==> src/rtl/core/iil_pkg.sv <==
`default_nettype none

package iil_pkg;

  // Number of cells in the row, that is the most entries the list can hold.
  localparam int unsigned CAPACITY = 64;
  localparam int unsigned CntW     = $clog2(CAPACITY + 1);

  localparam int unsigned ReqW   = 3;
  localparam int unsigned PosW   = 7;
  localparam int unsigned ValW   = 32;
  localparam int unsigned StatW  = 3;
  localparam int unsigned CountW = 7;

  typedef enum logic [ReqW-1:0] {
    REQ_INSERT     = 3'd0,
    REQ_REMOVE_POS = 3'd1,
    REQ_REMOVE_VAL = 3'd2,
    REQ_TEST       = 3'd3,
    REQ_CLEAR      = 3'd4
  } req_e;

  typedef enum logic [StatW-1:0] {
    ST_OK       = 3'd0,
    ST_EMPTY    = 3'd1,
    ST_RANGE    = 3'd2,
    ST_NOTFOUND = 3'd3,
    ST_FULL     = 3'd4
  } status_e;

  typedef struct packed {
    logic [ReqW-1:0]        req_type;
    logic [PosW-1:0]        position;
    logic signed [ValW-1:0] value;
  } req_t;

  typedef struct packed {
    logic [StatW-1:0]       status;
    logic signed [ValW-1:0] removed_value;
    logic                   found;
    logic [CountW-1:0]      count;
  } res_t;

  // Per-cell control: load the new value, take the left neighbour's entry
  // (the list opens a gap) or take the right neighbour's entry (a gap closes).
  typedef struct packed {
    logic load;
    logic take_left;
    logic take_right;
  } cell_ctl_t;

endpackage

`default_nettype wire

==> src/rtl/core/iil_cell.sv <==
`default_nettype none

module iil_cell
  import iil_pkg::*;
(
  input  wire logic                   clk_i,
  input  wire cell_ctl_t              ctl_i,
  input  wire logic signed [ValW-1:0] ins_value_i,
  input  wire logic signed [ValW-1:0] left_i,
  input  wire logic signed [ValW-1:0] right_i,
  input  wire logic                   cmp_en_i,
  input  wire logic signed [ValW-1:0] key_i,
  output logic signed [ValW-1:0]      data_o,
  output logic                        match_o
);

  logic signed [ValW-1:0] data_q, data_d;
  logic                   match_q;

  always_comb begin
    data_d = data_q;
    if (ctl_i.load) begin
      data_d = ins_value_i;
    end else if (ctl_i.take_left) begin
      data_d = left_i;
    end else if (ctl_i.take_right) begin
      data_d = right_i;
    end
  end

  always_ff @(posedge clk_i) begin
    data_q <= data_d;
    if (cmp_en_i) begin
      match_q <= (data_q == key_i);
    end
  end

  assign data_o  = data_q;
  assign match_o = match_q;

endmodule

`default_nettype wire

==> config.mk <==
export PLATFORM = sky130hd
export DESIGN_NAME = iil_cell
export DESIGN_NICKNAME = d
export VERILOG_FILES = /design/src/rtl/core/iil_pkg.sv /design/src/rtl/core/iil_cell.sv
export SDC_FILE = /design/constraint.sdc
export NUM_CORES = 1
export LEC_CHECK = 0
export ABC_AREA = 0
export BUFFER_PORTS_ARGS = -buffer_cell sky130_fd_sc_hd__buf_2
export CAP_MARGIN = 20
export CORE_UTILIZATION = 35
export DETAILED_ROUTE_END_ITERATION = 6
export PLACE_DENSITY = 0.73
export SETUP_SLACK_MARGIN = 0.2
export SYNTH_ARGS = -nofsm -noshare
export SYNTH_HDL_FRONTEND = slang
export SYNTH_SLANG_ARGS = --single-unit
==> constraint.sdc <==
create_clock -name clk_i -period 1.8 [get_ports clk_i]
set_clock_uncertainty 0.2 [all_clocks]
set_input_delay 0.27 -clock clk_i [delete_from_list [all_inputs] [get_ports clk_i]]
set_output_delay 0.27 -clock clk_i [all_outputs]
set_load 0.005 [all_outputs]
==> results.toml <==
[status]
status = "finished clean"

[timing]
timing.slew.headroom_pct = 71.22
setup_viol = 0
setup-tns-final_ps = 0
finalHoldViolCount = 0
hold_ws_ps = 69.05
drv_slew = 0
grt_setup_unrepaired = "no"
min_period_over_period_pct = 83.30
min_period_ps = 1499
fmax_ghz = 0.6670
worst_slew_pin_slew_ps = 431.7
layout_setup_ws_ps = 300.7

[route]
m1WireLength_mm = 2.060
wl_per_cell_um = 12.64
top_layer_used = "met4"
ant_nets = 0
drtIter0Drc = 62
drc = 0
route.met2.wl_mm = 2.872
drt-pass1-iter-count = 4
drt_wl_total_mm = 5.345
num_vias = 1931
vias_per_cell = 4.565
dr_wl_met3_um = 343

[place]
dpl-instance-area_um2 = 2895
hpwl_mm = 4.335
place_ws_ps = 149.1
gp_congestion = 0.7344
port_buffers = 165
placedCellCount = 414

[yosys]
ys_types = 13
synth_top_area_share_pct = 49.19
async_flop_share_pct = 0
yosys_warnings = 0
yosysSeqAreaShare_pct = 49.19
synth_area_um2 = 2014
ys_ff_latch = 33
yosysTopAreaCell = "edfxtp_1"
synthTopCellsByCount = "edfxtp_1 (33), mux2i_1 (32), nand2_1 (32), o21ai_0 (32), xor2_1 (32)"
yosysMostFrequentCell = "edfxtp_1"
synth_enable_flop_cells = 33
synth_ff_type = "edfxtp_1"
synth_nets = 317
synth.area.top_cells = "edfxtp_1 (49%), mux2i_1 (16%), xor2_1 (14%)"
syn-instance-count = 184
syn_area_per_cell_um2 = 10.95

[critical_path]
cp.required_ps = 1740
crit_slowest_cell = "edfxtp_1"
crit_arrival_ps = 1440
max_stage_delay_ps = 420
crit_path_end_kind = "register"
worst-setup-path-type = "register to register"
critPathLaunchType = "register"
cp_cell_sequence = "xor2_1, nor4_2, nand4_1, nor2_1"
crit_fanout = 2

[power_and_ir_drop]
p_leak_nw = 1.522
netSwitchingFraction_pct = 26.32
peakVddDrop_mv = 0.2711
internal_power_mw = 1.477
p_comb_share_pct = 24.4
seqPwrFrac_pct = 50.1
powerDensity_nw_per_um2 = 665.5
switchingPower_mw = 0.5275
pwr-share-clk_pct = 25.5

[floorplan]
core_area_um2 = 5540
initial_core_util_pct = 36.36
top_level_ports = 166
dieArea_um2 = 6063
die_y_um = 77.87
die_w_um = 77.87
num_rows = 27

[global_routing]
grt_max_degree = 37
grtUsageTotal_pct = 17.49
grt_pass1_wl_mm = 8.148
grt_antenna_before_repair = 0
grt_pass1_vias = 1738
grt-ovfl-total = 0

[final_layout]
layoutNonFillerInstCount = 423
drive_gt1_share_pct = 51.28
antennaDiodeCount = 0
fin_nets = 483
final_cell_area_um2 = 3012
fill_cells = 496
area_delta_synth_final_pct = 49.50

[clocking]
path_clk_slew_ps = 70
htree_levels = 2
cts_buffers = 5
ctsLongestPathBuffers = 2
cts.sink_count = 33
root_buffer = "clkbuf_8"
insertion_delay_ps = 280
cts_tree = "built"
post-cts-setup-buffers = 0

[worst_hold_path]
hp-class = "primary input to register"

[job]
max-cap-violations = 0
-- area by class of cell --
cell class / count / area (um^2) / area share [%]
Sequential cell: 33 / 991.0 / 32.90
Tap cell: 72 / 90.09 / 2.991
Timing Repair Buffer: 170 / 865.8 / 28.75
Multi-Input combinational cell: 140 / 983.4 / 32.65
Clock buffer: 5 / 68.82 / 2.285
Clock inverter: 3 / 12.51 / 0.4155
-- timing repair --
action | CTS | global route
hold buffers | 1 | 0
gates resized for setup | 2 | 2
hold endpoints to repair | 1 | 0
setup endpoints to repair | 1 | 1
pin swaps | 0 | 4
-- path summary, 6_finish.rpt --
check,startpoint,cells after the start,slack (ps),endpoint
max reg2reg,data_o[2],4,300,match_o
max,data_o[2],4,300,match_o
min reg2reg,data_o[28],4,660,match_o
min,ins_value_i[18],3,70,data_o[18]
-- power groups by stage --
stage          sequential, mW  clock [mW]  combinational (mW)
2_1_floorplan            1.03           0               0.202
3_3_place_gp             1.02           0               0.471
3_5_place_dp             1.02           0               0.480
4_1_cts                  1.01       0.526               0.490
5_1_grt                  1.02       0.565               0.542
6_report                 1.00       0.511               0.488
-- flip-flops by register name, indices dropped and copies added (netlist names) --
| register | cells |
|---|---|
| match_o | 1 |
| data_o | 32 |
-- cells by family after synthesis --
| group | count (synthesis) | share of synthesized area (%) |
|---|---|---|
| AND/OR/NAND/NOR | 44 | 9.565 |
| XOR/XNOR | 32 | 13.91 |
| buffers and inverters | 11 | 3.478 |
| AO/OA/AOI/OAI | 32 | 7.950 |
| flip-flops | 33 | 49.19 |
| multiplexers | 32 | 15.90 |
-- layer usage --
layer  up-vias  GRT usage (%)
met5         -              0
met4         0          5.094
met3         6          4.118
met2        86          32.57
met1       847          19.57
li1        992              -
-- through the flow --
stage	utilization, %	total power [mW]
final	54.36	2.004
after global routing	54.36	2.124
after CTS	54.13	2.022
after detailed placement	52.26	1.501
after global placement	52.26	1.488
after floorplan	-	1.230
-- worst max-delay path, delay by kind of cell (launching register included) --
family | cells | cell delay, ps
xor gates and xnor gates | 1 | 170
and+or+nand+nor | 3 | 580
DFF | 1 | 420
-- placed cells by master (no fill, tap or decap), types with 2 or more instances in the layout --
cell,count
buf_2,165
buf_4,4
clkbuf_8,5
clkinv_1,2
edfxtp_1,33
mux2i_1,32
nand2_1,32
nand4_1,2
nor4_1,4
nor4_2,4
o21ai_0,32
xor2_1,32
Power figures use the tool's default switching activity.
